## src/rtl/thin_multipole_bend_kick_top_macros.svh

```systemverilog
// Assertion macros for the thin multipole bend kick block.
// Both macros expect clk and rst_n in scope at the point of use.
`ifndef THIN_MULTIPOLE_BEND_KICK_TOP_MACROS_SVH
`define THIN_MULTIPOLE_BEND_KICK_TOP_MACROS_SVH
`ifndef SYNTH
`define TMBK_ASSERT_IMP(label, ante, cons, msg) \
    label: assert property (@(posedge clk) disable iff (!rst_n) (ante) |-> (cons)) \
        else $error(msg);
`define TMBK_ASSERT_NEXT(label, ante, cons, msg) \
    label: assert property (@(posedge clk) disable iff (!rst_n) (ante) |=> (cons)) \
        else $error(msg);
`else
`define TMBK_ASSERT_IMP(label, ante, cons, msg)
`define TMBK_ASSERT_NEXT(label, ante, cons, msg)
`endif
`endif

```

## src/rtl/tmbk_pkg.sv

```systemverilog
`timescale 1ns / 1ps
package tmbk_pkg;

    localparam int VAL_W       = 48;
    localparam int HALF_W      = VAL_W / 2;
    localparam int PART_W      = 2 * HALF_W + 2;
    localparam int PROD_W      = 2 * VAL_W;
    localparam int SUM_W       = VAL_W + 2;
    localparam int NUM_COEF    = 4;
    localparam int CFG_IDX_W   = 4;
    localparam int FMUL_STAGES = 3;
    localparam int STEP_STAGES = FMUL_STAGES + 1;

    localparam logic [CFG_IDX_W-1:0] REG_NORMAL_DIPOLE = 4'd0;
    localparam logic [CFG_IDX_W-1:0] REG_NORMAL_QUAD   = 4'd1;
    localparam logic [CFG_IDX_W-1:0] REG_NORMAL_SEXT   = 4'd2;
    localparam logic [CFG_IDX_W-1:0] REG_NORMAL_OCT    = 4'd3;
    localparam logic [CFG_IDX_W-1:0] REG_SKEW_DIPOLE   = 4'd4;
    localparam logic [CFG_IDX_W-1:0] REG_SKEW_QUAD     = 4'd5;
    localparam logic [CFG_IDX_W-1:0] REG_SKEW_SEXT     = 4'd6;
    localparam logic [CFG_IDX_W-1:0] REG_SKEW_OCT      = 4'd7;

    typedef logic signed [VAL_W-1:0] val_t;
    typedef logic [SUM_W-1:0] sum_t;
    typedef logic [NUM_COEF-1:0][VAL_W-1:0] coef_arr_t;

    localparam val_t VAL_MAX = {1'b0, {(VAL_W-1){1'b1}}};
    localparam val_t VAL_MIN = {1'b1, {(VAL_W-1){1'b0}}};

    typedef struct packed {
        coef_arr_t normal;
        coef_arr_t skew;
    } coef_t;

    typedef struct packed {
        val_t pos_x;
        val_t angle_x;
        val_t pos_y;
        val_t angle_y;
        val_t energy_dev;
        val_t path_len;
        logic bunch_end;
    } particle_t;

    typedef struct packed {
        val_t new_pos_x;
        val_t new_angle_x;
        val_t new_pos_y;
        val_t new_angle_y;
        val_t new_energy_dev;
        val_t new_path_len;
        logic bunch_end_out;
    } result_t;

    // A particle on its way through the Horner chain, with the running field sum.
    typedef struct packed {
        particle_t part;
        val_t      re;
        val_t      im;
    } work_t;

    function automatic sum_t ext(input val_t v);
        return {{(SUM_W-VAL_W){v[VAL_W-1]}}, v};
    endfunction

    function automatic val_t sat_sum(input sum_t v);
        if (!v[SUM_W-1] && (|v[SUM_W-2:VAL_W-1])) begin
            return VAL_MAX;
        end
        if (v[SUM_W-1] && !(&v[SUM_W-2:VAL_W-1])) begin
            return VAL_MIN;
        end
        return v[VAL_W-1:0];
    endfunction

endpackage

```

## src/rtl/tmbk_cfg.sv

```systemverilog
`timescale 1ns / 1ps
module tmbk_cfg (
    input  logic                                clk,
    input  logic                                rst_n,
    input  logic                                cfg_valid,
    output logic                                cfg_ready,
    input  logic [tmbk_pkg::CFG_IDX_W-1:0]      cfg_index,
    input  tmbk_pkg::val_t                      cfg_data,
    output tmbk_pkg::coef_t                     coefs
);

    tmbk_pkg::coef_t coef_reg;
    tmbk_pkg::coef_t coef_next;

    assign cfg_ready = 1'b1;
    assign coefs     = coef_reg;

    always_comb
    begin
        coef_next = coef_reg;
        if (cfg_valid)
        begin
            unique case (cfg_index)
                tmbk_pkg::REG_NORMAL_DIPOLE: coef_next.normal[0] = cfg_data;
                tmbk_pkg::REG_NORMAL_QUAD:   coef_next.normal[1] = cfg_data;
                tmbk_pkg::REG_NORMAL_SEXT:   coef_next.normal[2] = cfg_data;
                tmbk_pkg::REG_NORMAL_OCT:    coef_next.normal[3] = cfg_data;
                tmbk_pkg::REG_SKEW_DIPOLE:   coef_next.skew[0]   = cfg_data;
                tmbk_pkg::REG_SKEW_QUAD:     coef_next.skew[1]   = cfg_data;
                tmbk_pkg::REG_SKEW_SEXT:     coef_next.skew[2]   = cfg_data;
                tmbk_pkg::REG_SKEW_OCT:      coef_next.skew[3]   = cfg_data;
                default:                     coef_next = coef_reg;
            endcase
        end
    end

    always_ff @(posedge clk or negedge rst_n)
    begin
        if (!rst_n)
        begin
            coef_reg <= '0;
        end
        else
        begin
            coef_reg <= coef_next;
        end
    end

endmodule

```

## config.mk

```make
export PLATFORM = sky130hd
export DESIGN_NAME = tmbk_cfg
export DESIGN_NICKNAME = d
export VERILOG_FILES = /design/src/rtl/thin_multipole_bend_kick_top_macros.svh /design/src/rtl/tmbk_pkg.sv /design/src/rtl/tmbk_cfg.sv
export SDC_FILE = /design/constraint.sdc
export NUM_CORES = 1
export LEC_CHECK = 0
export BUFFER_PORTS_ARGS = -buffer_cell sky130_fd_sc_hd__buf_2
export CORE_ASPECT_RATIO = 1.5
export CORE_MARGIN = 1
export CORE_UTILIZATION = 35
export CTS_BUF_LIST = sky130_fd_sc_hd__clkbuf_16
export CTS_CLUSTER_SIZE = 16
export DETAILED_ROUTE_END_ITERATION = 7
export HOLD_SLACK_MARGIN = 0.02
export PLACE_DENSITY_LB_ADDON = 0.12
export SYNTH_ARGS = -nofsm -noshare
export SYNTH_HDL_FRONTEND = slang
export SYNTH_SLANG_ARGS = --single-unit
export TNS_END_PERCENT = 50
```

## constraint.sdc

```tcl
create_clock -name clk -period 0.8 [get_ports clk]
set_input_delay 0 -clock clk [delete_from_list [all_inputs] [get_ports clk]]
set_output_delay 0 -clock clk [all_outputs]
set_load 0.03 [all_outputs]
```

* After elaboration in Yosys (flattened, before gate mapping)
Cells that the tools add are included.
** Operators by class
- $add $sub $neg :: 0
- Multipliers :: 0
- Divide/modulo/power cells :: 0
- $lt $le $gt $ge :: 0
- Equal/unequal tests :: 7
- Shift operators :: 0
- Mux-type cells :: 0
- Bitwise gates (word level) :: 0
- Reductions and logical operators :: 9
** Operator list (count)
- $eq 4x3->1 const B :: 4
- $reduce_and 2->1 :: 8
- $eq 4x2->1 const B :: 2
- $eq 4x1->1 const B :: 1
- $logic_not 4->1 :: 1
** Word-level totals
- Flip-flop bits (word level) :: 384
- Bits in latches :: 0
- RAM bits :: 0
- Bits in read-only memories :: 0
- Input port bits :: 55
- Output and inout port bits :: 385
- Word-level logic and storage cells :: 24
- Memories :: 0

* Longest topological paths before layout
Gate-level depths: netlist of run 1.
- Word-level depth :: 2
- Depth in mapped cells :: 5
- Depth with buffers taken out :: 3

* Worst setup path after synthesis of run 1
Ideal clock, no wire load.
- Kind :: input-to-reg
- Start :: in cfg_index[3] (netlist bit)
- End :: reg coef_reg (netlist bit coefs[75])
- Setup time :: 125 ps
- Arrival time :: 1103 ps
- Data required time :: 675 ps
- Setup slack :: -428 ps
- Cell stages on the path :: 5
- Buffers on the path :: 2
- Cells stage by stage :: nand3b_4 > nor3b_2 > buf_2 > buf_4 > mux2_2
** Between the ends
- Cells in the longest elaborated chain, start to end :: 2
** RTL lines
- start: declaration :: line tmbk_cfg.sv:7 : input logic [tmbk_pkg::CFG_IDX_W-1:0] cfg_index,
- $eq 4x3->1 :: line tmbk_cfg.sv:23 : unique case (cfg_index)
- $reduce_and 2->1 (no source line)
- end signal: assignment :: line tmbk_cfg.sv:45 : coef_reg <= coef_next;
- end: declaration :: line tmbk_cfg.sv:12 : tmbk_pkg::coef_t coef_reg;
No other way between the ends.
A chain may end at the register's enable or synchronous reset.

* Final worst setup path of run 1
- Start :: reg coef_reg (netlist bit coefs[292])
- End :: out coefs[292] (netlist bit)
** RTL lines
- end: declaration :: line tmbk_cfg.sv:9 : output tmbk_pkg::coef_t coefs
No word-level cell between the ends.

==> results.ini, run 1 <==
[grt]
overflow = 0
antenna_found_initial = 0
grt_first_pass_wirelength_mm = 65.51
grt_max_degree = 59
grt_usage_pct = 20.57
grt_pass1_vias = 10270

[power_and_ir_drop]
ir_worst_vdd_mv = 2.154
power.density_nw_per_um2 = 3211
swShare_pct = 34.50
power.internal_mw = 48.39
p_clk_share_pct = 23.5
leakage_nw = 11.11
power.switching_mw = 25.48
pwr-share-seq_pct = 37.0
power_frac_comb_pct = 39.5

[floorplan]
num_io_pins = 440
die_h_um = 250.4
start_util_pct = 35.61
core_area_um2 = 40430
dieArea_um2 = 41960
die_w_um = 167.6
row_count = 90

[route]
drtPass1Iterations = 4
postRouteAntennaNets = 0
route.detailed.drc = 0
wire_per_inst_um = 21.69
via_per_inst = 4.718
totalWireLength_mm = 43.39
drtIter0Drc = 283
via_count = 9435

[outcome]
run_status = finished with violations
violations = hold timing, setup timing

[timing]
rsz0062_at_grt = true
fin_ws_ps = -367.3
period_minus_slack_ps = 1167
post-route-period-util_pct = 145.9
slew_violations = 0
skew_ps = 0
fmax_mhz = 856.7
setup-tns-final_ps = -117820
hold_violations = 9
fin_hold_ws_ps = -94.92
setup_violations = 680

[worst_setup_path]
cp-end-kind = output pin
cp-start-kind = flip-flop
critPathKind = reg2out
max_stage_delay_ps = 390
critPathArrivalTime_ps = 1170
slowest_stage = dfrtp_1
startpoint = coefs[292]
reg2reg_from = coefs[357]
worstPathCellList = buf_6 > buf_6
cpMostUsedCell = buf_6
required_ps = 800
crit_fanout = 2

[layout]
area_growth_pct = 59.86
fillers = 3234
fin_area_um2 = 23010
seq_area_um2 = 9609
fin_nets = 1523
most-common-layout-cells = 404 x buf_6, 384 x dfrtp_1, 270 x mux2_2
final_common_cell = buf_6
utilization_pct = 56.92
antennaDiodeCount = 0
largest_register_ffs = 384
drive_above_1_share_pct = 69.48
multi_input_area_um2 = 4900

[yosys]
synth_fp_nets = 877
yosysSeqAreaShare_pct = 66.76
mappedNetlistArea_um2 = 14390
ys_warn_count = 0
avgSynthCellArea_um2 = 17.51
yosysUniqueCellTypes = 15
synth-seq-cells = 384
syn_inst = 822

[place]
gp_congestion = 0.7543
dp_hpwl_mm = 28.79
port-buffer-count = 438
placed_area_um2 = 17940

[clock_network]
cts_made_buffers = 40
cts_tree = built
h-tree-depth = 2
cts.root.buffer_cell = clkbuf_16
hold_buffers = 49
path_clk_slew_ps = 60
cts_sinks = 384
insertion_delay_ps = 530
cts_buffer_depth = 3

[min_path]
hp-class = in2async

[run]
cap_violations = 0

[what timing repair did]
| action | CTS | global route |
|---|---|---|
| gates cloned | 0 | 0 |
| setup endpoints to repair | 645 | 758 |
| resized for setup | 727 | 108 |
| buffers inserted | 53 | 56 |
| pin swaps | 0 | 1 |
| hold endpoints to repair | 768 | 9 |
[power groups by stage]
stage          combinational, mW  clock [mW]  sequential, mW
2_1_floorplan               4.71           0            35.6
3_3_place_gp                21.5           0            26.4
3_5_place_dp                21.5           0            26.5
4_1_cts                     27.8        18.0            27.2
5_1_grt                     30.3        18.7            27.9
6_report                    29.1        17.4            27.4
[stage by stage]
| stage | total power, mW | setup slack, ps | cells |
|---|---|---|---|
| floorplan | 40.32 | -399.9 | 822 |
| global placement | 47.83 | -652.5 | 1774 |
| detailed placement | 48.07 | -655.3 | 1774 |
| CTS | 73.02 | -398.9 | 1944 |
| global route | 76.84 | -419.9 | 2000 |
| finish | 73.87 | -367.3 | 2000 |
[cells in the mapped netlist]
library cell | n | area share [%]
dfrtp_1 | 384 | 67
mux2_2 | 359 | 28
buf_2 | 26 | 0.90
mux2_4 | 20 | 2.1
buf_6 | 9 | 0.70
buf_4 | 6 | 0.31
mux2_1 | 5 | 0.39
nor3b_2 | 3 | 0.26
nand2_1 | 2 | 0.052
nand3b_1 | 2 | 0.10
nor2_1 | 2 | 0.052
and3_1 | 1 | 0.043
conb_1 | 1 | 0.026
nand3b_4 | 1 | 0.14
or3_4 | 1 | 0.078
[path summary, 6_finish.rpt]
path | slack [ps] | depth (start not counted) | to
setup / recovery | -370 | 2 | coefs[292]
hold / removal | -90 | 2 | coefs[198]
setup reg to reg | -220 | 3 | coefs[357]
hold reg to reg | 530 | 1 | coefs[332]
max in group asynchronous | 300 | 4 | coefs[329]
min in group clk | 160 | 5 | coefs[357]
[kinds of logic (layout without fill, tap and decap cells)]
group                  after synthesis  count (layout)  synth area share (%)
flip-flops                         384             384                 66.76
buffers and inverters               41             713                 1.921
multiplexers                       384             384                 30.56
other                                1               1               0.02605
AND/OR/NAND/NOR                     12              12                0.7302
[final cells by class]
| class | count | area share [%] |
|---|---|---|
| flip-flops and latches | 384 | 41.76 |
| multi-input cells | 397 | 21.29 |
| well taps | 506 | 2.751 |
| repair buffers | 645 | 29.02 |
| clock buffers | 41 | 4.459 |
| clock inverters | 27 | 0.7178 |
[critical path: cells and delay by family, from the launching register on]
| kind | cells | cell delay [ps] |
|---|---|---|
| flops | 1 | 390 |
| buf+inv | 2 | 260 |
[metal layers]
metal | vias up | part of all wire [%] | GRT usage, %
met5 | - | 0 | 0
met4 | 0 | 3.6 | 8.100
met3 | 68 | 5.9 | 5.182
met2 | 319 | 51 | 35.39
met1 | 4860 | 40 | 24.53
li1 | 4188 | - | -
Power figures use the tool's default switching activity.
==> run 2: changes to the inputs <==
Settings changed: BUFFER_PORTS_ARGS -buffer_cell sky130_fd_sc_hd__buf_2 to unset, DONT_BUFFER_PORTS set to 1, GPL_TIMING_DRIVEN set to 0.
==> results.ini, run 2 (synthesis gave the netlist of run 1 again) <==
[layout]
stdcell_count = 1445  ; -28%
largest_register_ffs = 384  ; unchanged
seq_area_um2 = 10090  ; +5.0%
drive_above_1_share_pct = 92.76  ; +23 points
fillers = 3493  ; +8.0%
utilization_pct = 45.05  ; -12 points
multi_input_area_um2 = 5278  ; +7.7%
most-common-layout-cells = 384 x dfrtp_2, 222 x mux2_4, 162 x mux2_2
final_common_cell = dfrtp_2
area_growth_pct = 26.52
antennaDiodeCount = 0  ; unchanged
fin_nets = 966  ; -37%

[clock_network]
post-cts-setup-buffers = 0  ; -100%
hold_buffers = 48  ; -2.0%
h-tree-depth = 2  ; unchanged
cts_tree = built
path_clk_slew_ps = 60  ; about the same
cts_sinks = 384  ; unchanged
cts.root.buffer_cell = clkbuf_16
insertion_delay_ps = 520  ; about the same
cts_buffer_depth = 3  ; unchanged
cts_made_buffers = 39  ; -2.5%

[worst_setup_path]
crit_fanout = 2  ; unchanged
cp-end-kind = output pin
reg2reg_from = coefs[356]
critPathKind = reg2out
startpoint = coefs[355]
cp-start-kind = flip-flop
critPathArrivalTime_ps = 1020  ; -150 ps
required_ps = 800  ; about the same

[route]
wire_per_inst_um = 28.05  ; +29%
drtIter0Drc = 305  ; +7.8%
drtPass1Iterations = 4  ; unchanged
route.detailed.drc = 0  ; unchanged
postRouteAntennaNets = 0  ; unchanged
via_per_inst = 5.183  ; +9.9%
totalWireLength_mm = 40.53  ; -6.6%
via_count = 7490  ; -21%

[timing]
fin_ws_ps = -224.2  ; +143.1 ps
period_minus_slack_ps = 1024  ; -143.1 ps
hold_violations = 400  ; +391
skew_ps = 0  ; unchanged
slew_violations = 0  ; unchanged
fin_hold_ws_ps = -821.7  ; -726.7 ps
setup_violations = 768  ; +13%
tightest_slew_ps = 612.9
post-route-period-util_pct = 128.0  ; -18 points
rsz0062_at_grt = true
fmax_mhz = 976.4  ; +14%
slew_headroom_pct = 59.14

[grt]
grt_max_degree = 385  ; +550%
antenna_found_initial = 0  ; unchanged
grt_first_pass_wirelength_mm = 58.82  ; -10%
grt_pass1_vias = 8218  ; -20%
grt_usage_pct = 18.91  ; -1.7 points
overflow = 0  ; unchanged

[floorplan]
dieArea_um2 = 41960  ; unchanged
start_util_pct = 35.61  ; unchanged
die_h_um = 250.4  ; unchanged
core_area_um2 = 40430  ; unchanged
die_w_um = 167.6  ; unchanged
num_io_pins = 440  ; unchanged
row_count = 90  ; unchanged

[place]
dp_slack_ps = -652.6  ; +2.714 ps
gp_congestion = 0.7571  ; +0.37%
dp_hpwl_mm = 26.77  ; -7.0%
dp.cells = 1328  ; -25%
port-buffer-count = 0  ; -100%

[power_and_ir_drop]
power.density_nw_per_um2 = 3496  ; +8.9%
finalPower_mw = 63.66  ; -14%
ir_worst_vdd_mv = 1.958  ; -9.1%
leakage_nw = 7.980  ; -28%

[run]
cap_violations = 0  ; unchanged

[outcome]
violations = hold timing, setup timing
run_status = finished with violations

[min_path]
hp-class = in2async

[run 2: cell types whose count changed in the layout (fill, tap and decap cells not counted), moves of 2 or more]
cell and delta:
nor3b_2 +2, mux2_2 -108, inv_1 -7, dfrtp_1 -384, bufinv_16 +4, buf_8 +9, buf_2 -38, mux2_4 +108
clkinv_1 +2, buf_4 -113, buf_12 -22, dfrtp_2 +384, nor3b_4 -2, buf_6 -390
[run 2: cell type report]
| cell class | count | area share (%) |
|---|---|---|
| clock inverters | 28 | 1.532 |
| clock buffers | 41 | 5.634 |
| plain buffers | 41 | 2.336 |
| multi-input cells | 397 | 28.98 |
| flip-flops and latches | 384 | 55.40 |
| well taps | 506 | 3.476 |
| repair buffers | 48 | 2.638 |
[run 2: repair_timing]
action	CTS	global route
endpoints found under the hold margin	768	429
resized for setup	397	120
cloned	0	0
pin swaps	0	2
setup endpoints to repair	768	768
[run 2: final timing paths]
| check | slack (ps) | cells after the start | end |
|---|---|---|---|
| max | -220 | 0 | coefs[355] |
| min | -820 | 0 | coefs[32] |
| max reg2reg | -110 | 1 | coefs[356] |
| min reg2reg | 650 | 1 | coefs[268] |
| max in group asynchronous | 1060 | 0 | coefs[142] |
| min in group clk | -70 | 3 | coefs[99] |
[run 2: report_power, final]
| group | switching (mW) | leakage [nW] | total (mW) | internal [mW] |
|---|---|---|---|---|
| sequential | 13.5 | 4.26 | 38.4 | 24.9 |
| clock | 7.43 | 0.661 | 18.6 | 11.2 |
| combinational | 1.74 | 3.06 | 6.67 | 4.94 |
| total | 22.7 | 7.98 | 63.7 | 41.0 |
[run 2: per-layer routing]
metal | vias to the layer above | share of wire (%) | global-route usage (%)
met4 | 0 | 2.8 | 6.999
met5 | - | 0 | 0
li1 | 3076 | - | -
met1 | 4031 | 35 | 19.68
met2 | 325 | 53 | 33.62
met3 | 58 | 9.8 | 7.932
[run 2: metrics by stage]
stage | cell area, um2 | TNS [ps]
floorplan | 14810 | -90260
global placement | 15440 | -163080
detailed placement | 15440 | -170470
CTS | 17760 | -123260
global route | 18210 | -127110
finish | 18210 | -108890
==> run 3: changes to the inputs <==
==> constraint.sdc (replaced) <==
create_clock -name clk -period 0.8 [get_ports clk]
set_input_delay 0 -clock clk [delete_from_list [all_inputs] [get_ports clk]]
set_output_delay 0 -clock clk [all_outputs]
set_load 0.01 [all_outputs]
==> results.ini, run 3 (synthesis gave the netlist of run 1 again) <==
[clock_network]
post-cts-setup-buffers = 0  ; unchanged
cts_buffer_depth = 3  ; unchanged
cts_tree = built
hold_buffers = 48  ; unchanged
h-tree-depth = 2  ; unchanged
cts_made_buffers = 39  ; unchanged
insertion_delay_ps = 520  ; about the same
cts.root.buffer_cell = clkbuf_16
cts_sinks = 384  ; unchanged
path_clk_slew_ps = 60  ; about the same

[floorplan]
start_util_pct = 35.61  ; unchanged
die_w_um = 167.6  ; unchanged
num_io_pins = 440  ; unchanged
core_area_um2 = 40430  ; unchanged
dieArea_um2 = 41960  ; unchanged
die_h_um = 250.4  ; unchanged
row_count = 90  ; unchanged

[layout]
stdcell_count = 1445  ; unchanged
area_growth_pct = 23.67
fin_nets = 966  ; unchanged
antennaDiodeCount = 0  ; unchanged
largest_register_ffs = 384  ; unchanged
multi_input_area_um2 = 5228  ; -0.95%
seq_area_um2 = 9717  ; -3.7%
most-common-layout-cells = 298 x dfrtp_1, 208 x mux2_4, 176 x mux2_2
final_common_cell = dfrtp_1
drive_above_1_share_pct = 61.13  ; -32 points
fillers = 3520  ; +0.77%

[worst_setup_path]
critPathArrivalTime_ps = 980  ; -40 ps
cp-start-kind = flip-flop
required_ps = 800  ; about the same
critPathKind = reg2out
crit_fanout = 2  ; unchanged
cp-end-kind = output pin

[power_and_ir_drop]
ir_worst_vdd_mv = 1.752  ; -11%
power.density_nw_per_um2 = 3130  ; -10%
finalPower_mw = 55.72  ; -12%
leakage_nw = 8.277  ; +3.7%

[timing]
rsz0062_at_grt = true
hold_violations = 400  ; unchanged
skew_ps = 0  ; unchanged
post-route-period-util_pct = 122.5  ; -5.5 points
period_minus_slack_ps = 980.0  ; -44.23 ps
tightest_slew_ps = 1415  ; +801.8 ps
slew_headroom_pct = 5.685  ; -53 points
fin_hold_ws_ps = -827.4  ; -5.713 ps
setup_violations = 724  ; -5.7%
setup-tns-final_ps = -63640  ; +45250 ps
fin_ws_ps = -180.0  ; +44.23 ps
slew_violations = 0  ; unchanged
fmax_mhz = 1020  ; +4.5%

[outcome]
violations = hold timing, setup timing
run_status = finished with violations

[place]
port-buffer-count = 0  ; unchanged
gp_congestion = 0.7571  ; unchanged
dp_slack_ps = -652.6  ; unchanged
dp_hpwl_mm = 26.77  ; unchanged
dp.cells = 1328  ; unchanged

[grt]
grt_max_degree = 385  ; unchanged
antenna_found_initial = 0  ; unchanged
grt_pass1_vias = 8129  ; -1.1%
grt_usage_pct = 18.87  ; -0.034 points
grt_first_pass_wirelength_mm = 58.77  ; about the same
overflow = 0  ; unchanged

[route]
met1_length_mm = 14.30  ; +1.2%
route.detailed.drc = 0  ; unchanged
wl_met2_mm = 20.68  ; -2.8%
via_per_inst = 5.180  ; about the same
wl_met3_mm = 3.934  ; -0.73%
drtPass1Iterations = 4  ; unchanged
routed.top_layer = met4
postRouteAntennaNets = 0  ; unchanged
totalWireLength_mm = 40.20  ; -0.81%
wire_per_inst_um = 27.82  ; -0.81%
drtIter0Drc = 286  ; -6.2%
via_count = 7485  ; -0.067%

[min_path]
hp-class = in2async

[run]
cap_violations = 0  ; unchanged

run 3: changes by cell type in the layout (fill, tap and decap cells not counted), moves of 2 or more:
cell and delta:
buf_12 +2, dfrtp_1 +298, mux2_4 -14, mux2_2 +14, buf_8 -2, dfrtp_2 -298
run 3: cell type report:
class                           instances  area share [%]
Multi-Input combinational cell        397           29.37
Clock buffer                           41           5.764
Buffer                                 41           2.460
Clock inverter                         28           1.567
Sequential cell                       384           54.59
Tap cell                              506           3.557
Timing Repair Buffer                   48           2.699
run 3: timing repair:
item                       4_1_cts  5_1_grt
setup endpoints to repair      740      767
pin swaps                        2        0
hold endpoints to repair       768      434
gates resized for setup        116       93
run 3: layer usage:
metal  track usage (%)  vias up
met4             7.130        0
li1                  -     3086
met5                 0        -
met3             7.853       59
met2             33.40      325
met1             19.77     4015
run 3: stage by stage:
stage	util, %	cell area, um2
CTS	43.43	17560
floorplan	-	14810
global placement	38.20	15440
detailed placement	38.20	15440
finish	44.03	17800
global route	44.03	17800
run 3: worst paths after layout:
| kind | startpoint | to | slack (ps) | cells after the start |
|---|---|---|---|---|
| setup / recovery | coefs[355] | coefs[355] | -180 | 0 |
| hold / removal | rst_n | coefs[32] | -830 | 0 |
| setup reg to reg | coefs[356] | coefs[356] | -60 | 1 |
| hold reg to reg | coefs[268] | coefs[268] | 580 | 1 |
| max in group asynchronous | rst_n | coefs[263] | 380 | 0 |
| min in group clk | cfg_index[0] | coefs[96] | -50 | 3 |
run 3: power by group:
part | switching [mW] | internal (mW)
Sequential | 6.38 | 24.2
Combinational | 1.69 | 4.86
Clock | 7.44 | 11.2
Total | 15.5 | 40.2
